$ cat src/rtl/core/msst_pkg.sv
`timescale 1ns / 1ps

package msst_pkg;

  localparam int unsigned KeyW   = 32;
  localparam int unsigned OpW    = 2;
  localparam int unsigned CountW = 5;

  localparam logic [OpW-1:0] OpAdd      = 2'd0;
  localparam logic [OpW-1:0] OpRemove   = 2'd1;
  localparam logic [OpW-1:0] OpContains = 2'd2;

  typedef struct packed {
    logic            add_en;
    logic            shift_en;
    logic [KeyW-1:0] key;
  } cell_ctrl_t;

endpackage

$ cat src/rtl/core/msst_cell.sv
`timescale 1ns / 1ps

module msst_cell #(
  parameter int unsigned CntW = 5,
  parameter int unsigned Idx  = 0
) (
  input  logic                      clk_i,
  input  logic                      rst_ni,
  input  logic                      accept_i,
  input  logic [msst_pkg::KeyW-1:0] key_i,
  input  logic [CntW-1:0]           count_i,
  input  msst_pkg::cell_ctrl_t      ctrl_i,
  input  logic [msst_pkg::KeyW-1:0] next_i,
  input  logic                      prefix_i,
  output logic                      prefix_o,
  output logic [msst_pkg::KeyW-1:0] data_o
);

  logic [msst_pkg::KeyW-1:0] data_q;
  logic                      match_q;
  logic                      valid;

  assign valid    = count_i > CntW'(Idx);
  assign prefix_o = prefix_i | match_q;
  assign data_o   = data_q;

  always_ff @(posedge clk_i or negedge rst_ni) begin
    if (!rst_ni) begin
      match_q <= 1'b0;
    end else if (accept_i) begin
      match_q <= valid && (data_q == key_i);
    end
  end

  // shift down from the upper neighbor at and above the hit, append at the tail
  always_ff @(posedge clk_i) begin
    if (ctrl_i.shift_en && prefix_o) begin
      data_q <= next_i;
    end else if (ctrl_i.add_en && (count_i == CntW'(Idx))) begin
      data_q <= ctrl_i.key;
    end
  end

endmodule

$ cat src/rtl/core/membership_set_table.sv
`timescale 1ns / 1ps
// Channel | Direction | Handshake                 | Payload
// in      | input     | in_valid_i / in_stall_o   | opcode_i, key_i
// out     | output    | out_valid_o / out_stall_i | success_o, was_present_o, full_res_o,
//         |           |                           | entry_count_o
// One request at a time: the accept edge compares the key in every cell of the chain,
// then the update edge resolves the hit through the cell chain and updates the store.
// The update waits while a held result is stalled; in_stall_o is high while busy.
// Reset clears the count and handshake state; stored keys beyond the count are unused.
// out_valid_o and the result registers are loaded at the update edge.

module membership_set_table #(
  parameter int unsigned CAPACITY = 16
) (
  input  logic                                clk_i,
  input  logic                                rst_ni,
  input  logic                                in_valid_i,
  output logic                                in_stall_o,
  input  logic [msst_pkg::OpW-1:0]            opcode_i,
  input  logic [msst_pkg::KeyW-1:0]           key_i,
  output logic                                out_valid_o,
  input  logic                                out_stall_i,
  output logic                                success_o,
  output logic                                was_present_o,
  output logic                                full_res_o,
  output logic [msst_pkg::CountW-1:0]         entry_count_o
);

  localparam int unsigned CntW = $clog2(CAPACITY + 1);

  logic                          busy_q;
  logic [msst_pkg::OpW-1:0]      op_q;
  logic [msst_pkg::KeyW-1:0]     key_q;
  logic [CntW-1:0]               count_q;
  logic [CntW-1:0]               count_d;
  logic                          out_valid_q;
  logic                          success_q;
  logic                          present_q;
  logic                          full_q;
  logic [msst_pkg::CountW-1:0]   entry_q;
  logic [31:0]                   count_ext;

  logic                          accept;
  logic                          upd;
  logic                          present;
  logic                          room;
  logic                          ok;
  logic                          full;
  msst_pkg::cell_ctrl_t          ctrl;

  logic [CAPACITY:0]             prefix;
  logic [msst_pkg::KeyW-1:0]     data [CAPACITY];

  assign accept  = in_valid_i && !in_stall_o;
  assign upd     = busy_q && (!out_valid_q || !out_stall_i);
  assign present = prefix[CAPACITY];
  assign room    = count_q < CntW'(CAPACITY);

  assign prefix[0] = 1'b0;

  assign ctrl.add_en   = upd && (op_q == msst_pkg::OpAdd) && !present && room;
  assign ctrl.shift_en = upd && (op_q == msst_pkg::OpRemove) && present;
  assign ctrl.key      = key_q;

  for (genvar i = 0; i < CAPACITY; i++) begin : g_cell
    logic [msst_pkg::KeyW-1:0] next;
    if (i == CAPACITY - 1) begin : g_last
      assign next = data[i];
    end else begin : g_mid
      assign next = data[i+1];
    end
    msst_cell #(
      .CntW (CntW),
      .Idx  (i)
    ) u_cell (
      .clk_i    (clk_i),
      .rst_ni   (rst_ni),
      .accept_i (accept),
      .key_i    (key_i),
      .count_i  (count_q),
      .ctrl_i   (ctrl),
      .next_i   (next),
      .prefix_i (prefix[i]),
      .prefix_o (prefix[i+1]),
      .data_o   (data[i])
    );
  end

  always_comb begin
    count_d = count_q;
    ok      = 1'b0;
    full    = 1'b0;
    unique case (op_q)
      msst_pkg::OpAdd: begin
        ok   = present || room;
        full = !present && !room;
        if (ctrl.add_en) begin
          count_d = count_q + CntW'(1);
        end
      end
      msst_pkg::OpRemove: begin
        ok = 1'b1;
        if (ctrl.shift_en) begin
          count_d = count_q - CntW'(1);
        end
      end
      msst_pkg::OpContains: begin
        ok = present;
      end
      default: begin
        ok = 1'b0;
      end
    endcase
  end

  assign count_ext = 32'(count_d);

  always_ff @(posedge clk_i or negedge rst_ni) begin
    if (!rst_ni) begin
      busy_q      <= 1'b0;
      count_q     <= '0;
      out_valid_q <= 1'b0;
    end else begin
      if (accept) begin
        busy_q <= 1'b1;
      end else if (upd) begin
        busy_q <= 1'b0;
      end
      if (upd) begin
        count_q     <= count_d;
        out_valid_q <= 1'b1;
      end else if (!out_stall_i) begin
        out_valid_q <= 1'b0;
      end
    end
  end

  always_ff @(posedge clk_i) begin
    if (accept) begin
      op_q  <= opcode_i;
      key_q <= key_i;
    end
    if (upd) begin
      success_q <= ok;
      present_q <= present;
      full_q    <= full;
      entry_q   <= count_ext[msst_pkg::CountW-1:0];
    end
  end

  assign in_stall_o    = busy_q;
  assign out_valid_o   = out_valid_q;
  assign success_o     = success_q;
  assign was_present_o = present_q;
  assign full_res_o    = full_q;
  assign entry_count_o = entry_q;

  a_count_bound: assert property (@(posedge clk_i) disable iff (!rst_ni)
    count_q <= CntW'(CAPACITY))
    else $error("key count above capacity");

  a_count_stable: assert property (@(posedge clk_i) disable iff (!rst_ni)
    !upd |=> $stable(count_q))
    else $error("key count changed outside an update");

  a_full_fails: assert property (@(posedge clk_i) disable iff (!rst_ni)
    (out_valid_o && full_res_o) |-> (!success_o && !was_present_o))
    else $error("refused add reported success");

  a_accept_busy: assert property (@(posedge clk_i) disable iff (!rst_ni)
    accept |=> (busy_q && !out_valid_q) || (busy_q && out_valid_q))
    else $error("request not held after accept");

endmodule
$ cat config.mk
export PLATFORM = sky130hd
export DESIGN_NAME = membership_set_table
export DESIGN_NICKNAME = d
export VERILOG_FILES = /design/src/rtl/core/msst_pkg.sv /design/src/rtl/core/msst_cell.sv /design/src/rtl/core/membership_set_table.sv
export SDC_FILE = /design/constraint.sdc
export NUM_CORES = 1
export LEC_CHECK = 0
export ABC_AREA = 1
export BUFFER_PORTS_ARGS = -buffer_cell sky130_fd_sc_hd__buf_2
export CAP_MARGIN = 5
export CORE_MARGIN = 5
export CORE_UTILIZATION = 41
export CTS_CLUSTER_SIZE = 30
export DETAILED_ROUTE_END_ITERATION = 7
export GPL_ROUTABILITY_DRIVEN = 0
export PLACE_DENSITY_LB_ADDON = 0.3
export SLEW_MARGIN = 20
export SYNTH_ARGS = -nofsm -noshare
export SYNTH_HDL_FRONTEND = slang
export SYNTH_HIERARCHICAL = 1
export SYNTH_SLANG_ARGS = --single-unit
$ cat constraint.sdc
create_clock -name clk_i -period 7.63 [get_ports clk_i]
set_input_delay 1.526 -clock clk_i [delete_from_list [all_inputs] [get_ports clk_i]]
set_output_delay 1.526 -clock clk_i [all_outputs]
set_load 0.005 [all_outputs]
### After elaboration in Yosys (flattened, before gate mapping)

Index checks and enable logic that the tools add are counted.

| cells by class | value |
|---|---|
| $add $sub $neg | 2 |
| magnitude comparators | 17 |
| equality and inequality tests | 34 |
| mux-type cells | 38 |
| bitwise gates (word level) | 16 |
| reduce and logical (&&, ||, !) cells | 82 |

Operators by type and width:

| kind | number |
|---|---|
| $mux 32 | 30 |
| $eq 32x32->1 | 16 |
| $logic_and 1x1->1 | 56 |
| $eq 5x4->1 const B | 8 |
| $gt 5x4->1 const B | 8 |
| $reduce_bool 2->1 | 16 |
| $eq 5x3->1 const B | 4 |
| $gt 5x3->1 const B | 4 |
| $or 1x1->1 | 15 |
| $eq 5x2->1 const B | 2 |
| $gt 5x1->1 const B | 2 |
| $gt 5x2->1 const B | 2 |
| $mux 5 | 2 |
| $pmux 5 s2 | 1 |
| $add 5x1->5 const B | 1 |
| $eq 5x1->1 const B | 1 |
| $logic_not 1->1 | 5 |
| $logic_not 5->1 | 1 |
| $lt 5x5->1 const B | 1 |
| $sub 5x1->5 const B | 1 |
| $mux 1 | 4 |
| $pmux 1 s3 | 1 |
| $eq 2x1->1 const B | 1 |
| $eq 2x2->1 const B | 1 |
| 5 further kinds | 6 |

| storage, ports and cells | value |
|---|---|
| flip-flop bits (word level) | 577 |
| bits of input ports | 38 |
| output and inout bits | 10 |
| word-level logic and storage cells | 230 |

### Longest topological paths before layout

Gate-level depths: netlist of the first run.

| logic depth | value |
|---|---|
| depth in word-level cells | 21 |
| gate-level depth with buffers | 24 |
| gate-level depth less buffers | 24 |

### Hierarchy

Netlist of the first run, hierarchy kept.

Modules (own cells, without submodules):

| module | times used | cells an instance | area each (um^2) | sequential area each (um^2) |
|---|---|---|---|---|
| msst_cell (g_cell[6].u_cell) | 1 | 245 | 2252.2 | 985.9 |
| msst_cell (g_cell[12].u_cell) | 1 | 248 | 2245.9 | 985.9 |
| msst_cell (g_cell[11].u_cell) | 1 | 241 | 2235.9 | 985.9 |
| msst_cell (g_cell[2].u_cell) | 1 | 232 | 2210.9 | 985.9 |
| msst_cell (g_cell[4].u_cell) | 1 | 234 | 2204.6 | 985.9 |
| msst_cell (g_cell[10].u_cell) | 1 | 232 | 2195.9 | 985.9 |
| msst_cell (g_cell[14].u_cell) | 1 | 217 | 2178.3 | 985.9 |
| msst_cell (g_cell[13].u_cell) | 1 | 216 | 2165.8 | 985.9 |
| msst_cell (g_cell[5].u_cell) | 1 | 215 | 2158.3 | 985.9 |
| msst_cell (g_cell[9].u_cell) | 1 | 210 | 2153.3 | 985.9 |
| msst_cell (g_cell[1].u_cell) | 1 | 211 | 2145.8 | 985.9 |
| msst_cell (g_cell[3].u_cell) | 1 | 209 | 2140.8 | 985.9 |
| msst_cell (g_cell[0].u_cell) | 1 | 206 | 2137.0 | 985.9 |
| msst_cell (g_cell[8].u_cell) | 1 | 197 | 2122.0 | 985.9 |
| +3 rows | n/a | n/a | n/a | n/a |

### Least setup slack after synthesis of the first run

Ideal clock, no wire load.

| timing path | value |
|---|---|
| path kind | register to register |
| start | register g_cell[0].u_cell.match_q |
| end | register g_cell[9].u_cell.data_q, in the netlist g_cell[9].u_cell/data_o[0], enable pin |
| setup time | 0.466 ns |
| data arrival time | 7.579 ns |
| required time | 7.164 ns |
| setup slack | -0.414 ns |
| cell stages (with the launch flop) | 22 |
| path buffers | 0 |
| period minus slack after synthesis | 8.044 ns |
| path through | dfrtp_1 -> or2_4 -> or2_4 -> or2_4 -> or2_4 -> or2_4 -> or2_4 -> or2_4 -> or2_4 -> or2_4 -> or2_4 -> or2_4 -> or2_4 -> or2_4 -> or2_4 -> or2_4 -> or2_4 -> nor2_2 -> nand3_2 -> inv_1 -> nand4_1 -> o21ai_0 |

RTL lines:

| element | RTL line | RTL |
|---|---|---|
| start: declaration | msst_cell.sv:20 | `logic match_q;` |
| start signal: assignment | msst_cell.sv:31 | `match_q <= valid && (data_q == key_i);` |
| end signal: assignment | msst_cell.sv:38 | `data_q <= next_i;` |
| end signal: assignment | msst_cell.sv:40 | `data_q <= ctrl_i.key;` |
| end: declaration | msst_cell.sv:19 | `logic [msst_pkg::KeyW-1:0] data_q;` |

==> results list, run 1 <==
- The floorplan has 109 rows.
* Fraction of registers with async set or reset after synthesis: 3.986%
* Final critical path time including I/O delays and setup: 6.891 ns
- Final setup violation count: 0
- After detailed routing, the number of remaining DRC violations is 0.
- Global routing used 15.81% of the available tracks across all layers.
* Maximum number of pins on one net before global-route repair: 34
- Root Driver: sky130_fd_sc_hd__clkbuf_16
- Gates resized during post-CTS repair numbered 0.
- Setup fix buffers added after clock tree synthesis: 0
- Worst Path Class, Setup: reg2reg
- Buffers on Ports: 47
- Number of cells produced by synthesis: 3,622
- Summing every instance area after synthesis gives 36,600 um^2.
- Synthesis produced a netlist with a net count of 3,662.
- The worst setup path is launched from a flop.
- Adding up every negative setup slack in the final design gives 0 ns.
* Clock input transition at the sequential cells of the worst setup and hold paths: 0.06 ns
* Status: finished, final reports clean
- The layout has 8,201 filler cells.
* Total core area: 88,510 um^2
- First-pass iteration count of the detailed router: 5
- After layout, the worst setup slack is 0.7385 ns.
* Mean area per synthesized cell: 10.11 um^2
- Yosys mapped a number of flops with a built-in enable equal to 554.
* Count of maximum capacitance violations: 0
* Setup repair after global routing missed its margin: false
- Normalized max-slew margin: 40.15%
- Synth Flop Type: sky130_fd_sc_hd__edfxtp_1
- TritonCTS built the clock tree.
* Vias per cell: 4.680
- Compared with the post-synthesis result, the final layout area differs by 7.992%.
- In this run the remaining antenna-violating nets after routing total 0.
* Chip Height: 308.8 um
* Total clock buffers created by CTS: 61
* Total Die Area: 95,350 um^2
- After the first detailed-routing iteration, the DRC count stood at 1,142.
* Effective utilization at floorplan: 41.35%
* Total congestion overflow after global routing: 0
* Leak pwr: 19.03 nW
- Kind of capture point of the worst setup path: flop
- Detailed routing inserted a total of 23,060 vias.
- Max rail drop VDD: 0.2445 mV
- 48 I/O pins were placed.
* Routed length per placed instance: 15.46 um
* Crit path DAT: 7.21 ns
- Derived from the worst setup path, the maximum achievable clock frequency is 0.1451 GHz.
- Total number of yosys warnings: 6
- In this run the power density over the cells is 215.5 nW/um^2.
- The longest clock path from root to sink contains 3 buffers.
- The via count of the first global-routing pass is 22,930.
- 0 antenna diodes ended up in the layout.
* Post-Route Skew: 0.02208 ns
- Initial antenna violation count: 0
- The total count of hold-check failures in the final report is 0.
- For the pin with the worst max-slew slack, the measured transition is 0.8978 ns.
- Along the worst path, the maximum fanout reaches 18.
- H-tree depth: 2
- The min-delay analysis places its worst path in the category reg2reg.
* Ratio of final minimum period to clock period: 90.32%
* Max-slew violation total from the final report: 0
- Clock net sink count: 577
- For this run, the post-layout net count is 3,754.
* Synth cell types: 36
- Fraction of layout instances using a drive strength above 1: 19.78%
- Worst slack, placed: 0.8071 ns
- The first global-routing pass estimated 120,400 um of wire.
- Share of synthesized area occupied by flip-flops and latches: 47.02%
- Detailed placement finished with a half-perimeter wire length of 56,430 um.
- Worst endpoint required time: 7.95 ns
- The die is 308.8 um wide.
* Register bit count reported by yosys: 577
- Clock latency of the later-clocked register in the worst-skew pair: 0.62 ns
- Buffers inserted to repair hold after CTS numbered 0.
* Routed WL: 76,150 um
metrics by stage:
step           std cells  instance area [um^2]  power, mW  hold WS (ns)  util [%]
3_5_place_dp        4816                 37690      5.816        0.4703     42.58
5_1_grt             4927                 39530      8.926        0.5084     44.66
2_1_floorplan       3622                 36600      5.315        0.4503         -
3_3_place_gp        4816                 37690      5.774        0.4667     42.58
4_1_cts             4927                 39530      8.617        0.4848     44.66
6_report            4927                 39530      8.516        0.4842     44.66
worst paths after layout:
kind                                                           start                               endpoint  slack (ns)  depth (start not counted)
worst max register to register  g_cell[0].u_cell/match_q$_DFFE_PN0P_  g_cell[3].u_cell/data_o[20]$_DFFE_PP_        0.74                         22
worst min-delay path            g_cell[0].u_cell/match_q$_DFFE_PN0P_   g_cell[0].u_cell/match_q$_DFFE_PN0P_        0.48                          2
worst min register to register  g_cell[0].u_cell/match_q$_DFFE_PN0P_   g_cell[0].u_cell/match_q$_DFFE_PN0P_        0.48                          2
worst max-delay path            g_cell[0].u_cell/match_q$_DFFE_PN0P_  g_cell[3].u_cell/data_o[20]$_DFFE_PP_        0.74                         22
min in group asynchronous                                     rst_ni                 count_q[0]$_DFFE_PN0N_        0.94                          1
max in group asynchronous                                     rst_ni                 count_q[4]$_DFFE_PN0N_        6.20                          1
sequential cells by signal (all words and copies together), names as in the netlist:
name / count
was_present_o: 1
g_cell.u_cell/data_o: 512
full_res_o: 1
entry_count_o: 5
success_o: 1
count_q: 5
out_valid_o: 1
g_cell.u_cell/match_q: 16
op_q: 2
key_q: 32
in_stall_o: 1
worst max-delay path, stage by stage, from the launching register on:
cell and delay, ns:
sky130_fd_sc_hd__dfrtp_1 0.37, sky130_fd_sc_hd__or2_4 0.28, sky130_fd_sc_hd__or2_4 0.27, sky130_fd_sc_hd__or2_4 0.27, sky130_fd_sc_hd__or2_4 0.27, sky130_fd_sc_hd__or2_4 0.27
sky130_fd_sc_hd__or2_4 0.27, sky130_fd_sc_hd__or2_4 0.27, sky130_fd_sc_hd__or2_4 0.27, sky130_fd_sc_hd__or2_4 0.27, sky130_fd_sc_hd__or2_4 0.27, sky130_fd_sc_hd__or2_4 0.27
sky130_fd_sc_hd__or2_4 0.27, sky130_fd_sc_hd__or2_4 0.27, sky130_fd_sc_hd__or2_4 0.27, sky130_fd_sc_hd__or2_4 0.27, sky130_fd_sc_hd__or2_4 0.31, sky130_fd_sc_hd__nor2_2 0.15
sky130_fd_sc_hd__nand3_2 0.12, sky130_fd_sc_hd__inv_1 0.61, sky130_fd_sc_hd__nand3_1 0.23, sky130_fd_sc_hd__o21ai_4 0.49, sky130_fd_sc_hd__buf_12 0.23
synthesized netlist by cell type, types with 3 or more instances:
cell / number / area (um^2)
sky130_fd_sc_hd__o211ai_1: 3 / 22.52
sky130_fd_sc_hd__mux2_2: 48 / 540.5
sky130_fd_sc_hd__nand3_1: 60 / 300.3
sky130_fd_sc_hd__o22ai_1: 11 / 68.82
sky130_fd_sc_hd__mux2_4: 464 / 6967
sky130_fd_sc_hd__edfxtp_1: 554 / 16640
sky130_fd_sc_hd__inv_1: 711 / 2669
sky130_fd_sc_hd__nand2_8: 16 / 320.3
sky130_fd_sc_hd__or2_2: 9 / 56.30
sky130_fd_sc_hd__nand2_1: 1049 / 3938
sky130_fd_sc_hd__inv_2: 3 / 11.26
sky130_fd_sc_hd__xor2_1: 33 / 289.0
sky130_fd_sc_hd__o21ai_0: 55 / 275.3
sky130_fd_sc_hd__nand3_2: 4 / 40.04
sky130_fd_sc_hd__xnor2_1: 126 / 1104
sky130_fd_sc_hd__nor3_1: 7 / 35.03
sky130_fd_sc_hd__nor2_1: 309 / 1160
sky130_fd_sc_hd__o21bai_1: 3 / 22.52
sky130_fd_sc_hd__dfrtp_1: 23 / 575.6
sky130_fd_sc_hd__or2_4: 16 / 140.1
sky130_fd_sc_hd__buf_12: 48 / 960.9
sky130_fd_sc_hd__nand3b_1: 3 / 22.52
sky130_fd_sc_hd__a21oi_1: 9 / 45.04
sky130_fd_sc_hd__nand2_2: 3 / 18.77
sky130_fd_sc_hd__nor2_2: 3 / 18.77
sky130_fd_sc_hd__nand4_1: 38 / 237.7
cell families after synthesis:
family,count (synthesis),share of synthesized area (%)
buffers and inverters,763,9.961
adder cells (fa/ha/maj),2,0.06836
other,1,0.01025
AND/OR/NAND/NOR,1524,17.39
XOR/XNOR,159,3.805
AO/OA/AOI/OAI,84,1.234
multiplexers,512,20.51
flip-flops,577,47.02
layout make-up:
| class | count | area [um^2] | area share [%] |
|---|---|---|---|
| Clock inverter | 21 | 97.59 | 0.2469 |
| Timing Repair Buffer | 78 | 505.5 | 1.279 |
| Multi-Input combinational cell | 2282 | 15840 | 40.06 |
| Clock buffer | 90 | 1738 | 4.397 |
| Sequential cell | 577 | 17210 | 43.55 |
| Inverter | 714 | 2680 | 6.780 |
| Tap cell | 1165 | 1458 | 3.688 |
report_power, final:
group	internal [mW]	switching, mW
combinational	0.892	0.812
clock	1.56	1.21
sequential	3.78	0.257
layer usage:
layer	track usage [%]	wire length, um
met1	21.12	35390
met2	27.52	36210
met3	2.006	2811
met4	3.868	1740
met5	0	0
cells in the final DEF, fill, tap and decap left out, drive strengths merged, types with 3 or more instances in the layout:
master,synthesis,layout
nor3,7,7
o211ai,3,3
o22ai,11,11
nand3b,3,3
or2,25,25
nand4,38,38
clkinv,0,19
o21ai,57,57
dfrtp,23,23
nor2,314,314
nand2,1068,1068
o21bai,3,3
edfxtp,554,554
xnor2,126,126
xor2,33,33
mux2,512,512
inv,714,715
buf,49,78
nand3,65,65
clkbuf,0,90
a21oi,9,9
No activity file was read; power rests on OpenSTA's default activity.
==> run 2: changes to the inputs <==
--- a/config.mk
+++ b/config.mk
@@ -9,7 +9,7 @@
 export BUFFER_PORTS_ARGS = -buffer_cell sky130_fd_sc_hd__buf_2
 export CAP_MARGIN = 5
 export CORE_MARGIN = 5
-export CORE_UTILIZATION = 41
+export CORE_UTILIZATION = 30
 export CTS_CLUSTER_SIZE = 30
 export DETAILED_ROUTE_END_ITERATION = 7
 export GPL_ROUTABILITY_DRIVEN = 0
==> constraint.sdc (replaced) <==
create_clock -name clk_i -period 8.4 [get_ports clk_i]
set_input_delay 1.68 -clock clk_i [delete_from_list [all_inputs] [get_ports clk_i]]
set_output_delay 1.68 -clock clk_i [all_outputs]
set_load 0.005 [all_outputs]
==> run 2 against run 1 <==
Worst setup slack gained 0.86 ns. Fmax grew 1.4%. Design area grew 1.4%. Utilization shrank 12 points. Die area grew 35%. Critical path type unchanged. Critical endpoint is now g_cell[0].u_cell/data_o[23]$_DFFE_PP_.
==> results list, run 2 (same netlist as run 1, synthesis figures left out) <==
- The flow ran to the end, and the final reports show no timing, DRC or antenna violations.
* Most common cell after layout, fill and taps aside: sky130_fd_sc_hd__nand2_1
* Number of buffers and inverters on the critical path: 1 (-1)
- The final global-route overflow total came to 0 (unchanged).
- Transition time at the pin with the least slew margin: 0.9812 ns (+0.08340 ns)
- Grouping stages by cell kind, the critical path spends the most delay in simple AND/OR/NAND/NOR gates.
* Fraction of layout instances using a drive strength above 1: 19.73% (-0.049 points)
- Global-route wire length before repair: 122,800 um (+2.0%)
* Most used cell, CP: sky130_fd_sc_hd__or2_4
- Total core area: 121,600 um^2 (+37%)
- Area Overhead vs Synth: 9.551%
- The critical path starts at g_cell[0].u_cell/match_q$_DFFE_PN0P_.
- The count of input and output buffers came to 47 (unchanged).
- Worst Path Class, Setup: reg2reg
- Root Driver: sky130_fd_sc_hd__clkbuf_16
* Kind of capture point of the worst setup path: flop
- First-pass iteration count of the detailed router: 5 (unchanged)
- In this run the critical register-to-register path is captured at g_cell[0].u_cell/data_o[23]$_DFFE_PP_.
- The number of clock sinks seen by CTS is 577 (unchanged).
- Final hold viol count: 0 (unchanged)
- The total setup buffers inserted after CTS is 0 (unchanged).
- The quantity of gates resized following cts was 0 (unchanged).
- The final number of max-transition violations came to 0 (unchanged).
- N_diodes: 0 (unchanged)
- The clock tree skew after final layout is 0.02079 ns (-0.001284 ns).
- The count of pins on the block boundary came to 48 (unchanged).
- Net count, final: 3,740 (-0.37%)
- Internal portion of total power: 5.807 mW (-6.9%)
- Most used cells in the layout excluding fill and tap cells: 1,038 x sky130_fd_sc_hd__nand2_1, 711 x sky130_fd_sc_hd__inv_1, 554 x sky130_fd_sc_hd__edfxtp_1
- Normalized max-slew margin: 34.59% (-5.6 points)
- Worst-path cell with the longest stage delay: sky130_fd_sc_hd__nand2_2
* Share of power burned in registers: 46.2% (-1.2 points)
- The final sum of negative setup slack is 0 ns (unchanged).
- Number of standard-cell rows in the floorplan: 128 (+17%)
- Final critical path time including I/O delays and setup: 6.799 ns (-0.09215 ns)
* Overall power of the completed layout: 7.954 mW (-6.6%)
- End point of the critical path: g_cell[0].u_cell/data_o[23]$_DFFE_PP_
- The post-CTS clock slew at the launch and capture registers of the worst setup and hold paths was 0.06 ns (about the same).
- Sw Pwr: 2.148 mW (-5.9%)
* Register area: 17,210 um^2 (about the same)
- The final setup violation count came to 0 (unchanged).
* Ratio of final minimum period to clock period: 80.94% (-9.4 points)
- The number of filler cells placed in the layout is 12,170 (+48%).
- The CTS buffer count was 61 (unchanged).
- The sum of net half-perimeters after detailed placement is 58,750 um (+4.1%).
- TritonCTS built the clock tree.
- The DRC violation total after the first TritonRoute iteration was 1,362 (+19%).
- R2R depth: 21 (-4.5%)
* Max Fanout on Critical Path: 33 (+15)
* Routed length per placed instance: 14.72 um (-4.7%)
* Instance area at placement: 38,120 um^2 (+1.1%)
- The data required time at the worst endpoint came to 8.59 ns (+0.64 ns).
- Power share of the combinational group: 19.7% (-0.3 points)
- The critical path arrival is 6.99 ns (-0.22 ns).
* Leak pwr: 19.03 nW (about the same)
* Power density over the cells: 198.4 nW/um^2 (-7.9%)
- The internal reg-to-reg setup slack was 1.60 ns (+0.86 ns).
* Initial antenna violation count: 1 (+1)
- Global Route Usage Sum: 11.90% (-3.9 points)
* Routed WL: 79,160 um (+3.9%)
- Clock Power Share: 34.1% (+1.6 points)
* Element type at the critical path start: flop
- Max rail drop VDD: 0.2106 mV (-14%)
- Setup repair after global routing left no endpoint under its margin.
- Total Die Area: 129,100 um^2 (+35%)
- The switching share of total power was 27.00% (+0.21 points).
- Final Instance Area: 40,100 um^2 (+1.4%)
- The final antenna-violating net count was 0 (unchanged).
- Max Clk Rate: 0.1471 GHz (+1.4%)
- Flip-flop count of the largest register, all copies and words added: 512 (unchanged)
- Worst-case hold slack: 0.4821 ns (-0.002151 ns)
- Min-delay worst type: reg2reg
- The clock insertion delay at the later pin of the skew report is 0.63 ns (about the same).
- The maximum number of buffers from clock root to sink came to 3 (unchanged).
- The number of cells on the critical path is 21 (-4.5%).
- Vias per cell: 4.269 (-8.8%)
* Maximum number of pins on one net before global-route repair: 34 (unchanged)
- The chip height is 359.3 um (+16%).
- Largest incremental delay on the critical path: 0.52 ns (-0.09 ns)
- The startpoint identified for the worst register-to-register timing path is g_cell[0].u_cell/match_q$_DFFE_PN0P_.
* Area occupied by multi-input gates: 15,840 um^2 (unchanged)
* Quantity of hold-fixing buffers added after cts: 0 (unchanged)
- The width of the chip came to 359.3 um (+16%).
* H-tree depth: 2 (unchanged)
* Count of maximum capacitance violations: 0 (unchanged)
- The effective utilization at floorplan came to 30.11% (-11 points).
- The vias after detailed routing was 22,950 (-0.47%).
* Vias in the first global route: 22,520 (-1.8%)
- DRC violations left: 0 (unchanged)
- Traced cell by cell, the critical path runs through or2_4, or2_4, or2_4, or2_4, or2_4, or2_4, or2_4, or2_4, or2_4, or2_4, or2_4, or2_4, or2_4, or2_4, or2_4, or2_4, nand3_4, nor2_8, buf_4, nand2_8, nand2_2.
## run 2: worst register-to-register path, delay by kind of cell, from the launching register on
kind / cells / cell delay [ns]
buffers and inverters: 1 / 0.36
AND/OR/NAND/NOR: 20 / 5.62
flip-flops: 1 / 0.37
## run 2: power by group through the flow
| stage | sequential [mW] | combinational (mW) | clock (mW) |
|---|---|---|---|
| after floorplan | 3.67 | 1.16 | 0 |
| after global placement | 3.74 | 1.55 | 0 |
| after detailed placement | 3.74 | 1.57 | 0 |
| after CTS | 3.68 | 1.58 | 2.80 |
| after global routing | 3.71 | 1.71 | 2.90 |
| final | 3.68 | 1.57 | 2.71 |
## run 2: worst min-delay path by stage
stage	start	to	slack, ns	depth (start not counted)
final	g_cell[11].u_cell/match_q$_DFFE_PN0P_	g_cell[11].u_cell/match_q$_DFFE_PN0P_	0.48	2
after global routing	g_cell[11].u_cell/match_q$_DFFE_PN0P_	g_cell[11].u_cell/match_q$_DFFE_PN0P_	0.51	2
after CTS	g_cell[11].u_cell/match_q$_DFFE_PN0P_	g_cell[11].u_cell/match_q$_DFFE_PN0P_	0.49	2
after detailed placement	g_cell[11].u_cell/match_q$_DFFE_PN0P_	g_cell[11].u_cell/match_q$_DFFE_PN0P_	0.47	2
after global placement	g_cell[8].u_cell/match_q$_DFFE_PN0P_	g_cell[8].u_cell/match_q$_DFFE_PN0P_	0.47	2
after floorplan	g_cell[0].u_cell/match_q$_DFFE_PN0P_	g_cell[0].u_cell/match_q$_DFFE_PN0P_	0.45	2
## run 2: metal layers
metal | share of wire [%] | global-route usage [%] | vias up
li1 | - | - | 11680
met1 | 50 | 16.59 | 10850
met2 | 45 | 19.46 | 304
met3 | 3.5 | 1.714 | 110
met4 | 2.1 | 3.019 | 0
met5 | 0 | 0 | -
## run 2: through the flow
| step | utilization, % | cells | worst slack (ns) |
|---|---|---|---|
| after global placement | 31.36 | 5262 | 1.590 |
| after floorplan | - | 3622 | 0.3556 |
| after detailed placement | 31.36 | 5262 | 1.580 |
| final | 32.99 | 5376 | 1.601 |
| after global routing | 32.99 | 5376 | 1.435 |
| after CTS | 32.99 | 5376 | 1.570 |
## run 2: area by class of cell
| class | instances | share of cell area, % |
|---|---|---|
| clock buffers | 84 | 4.253 |
| flip-flops and latches | 577 | 42.92 |
| repair buffers | 64 | 0.9049 |
| multi-input cells | 2282 | 39.49 |
| inverters | 714 | 6.684 |
| clock inverters | 30 | 0.6709 |
| well taps | 1625 | 5.071 |
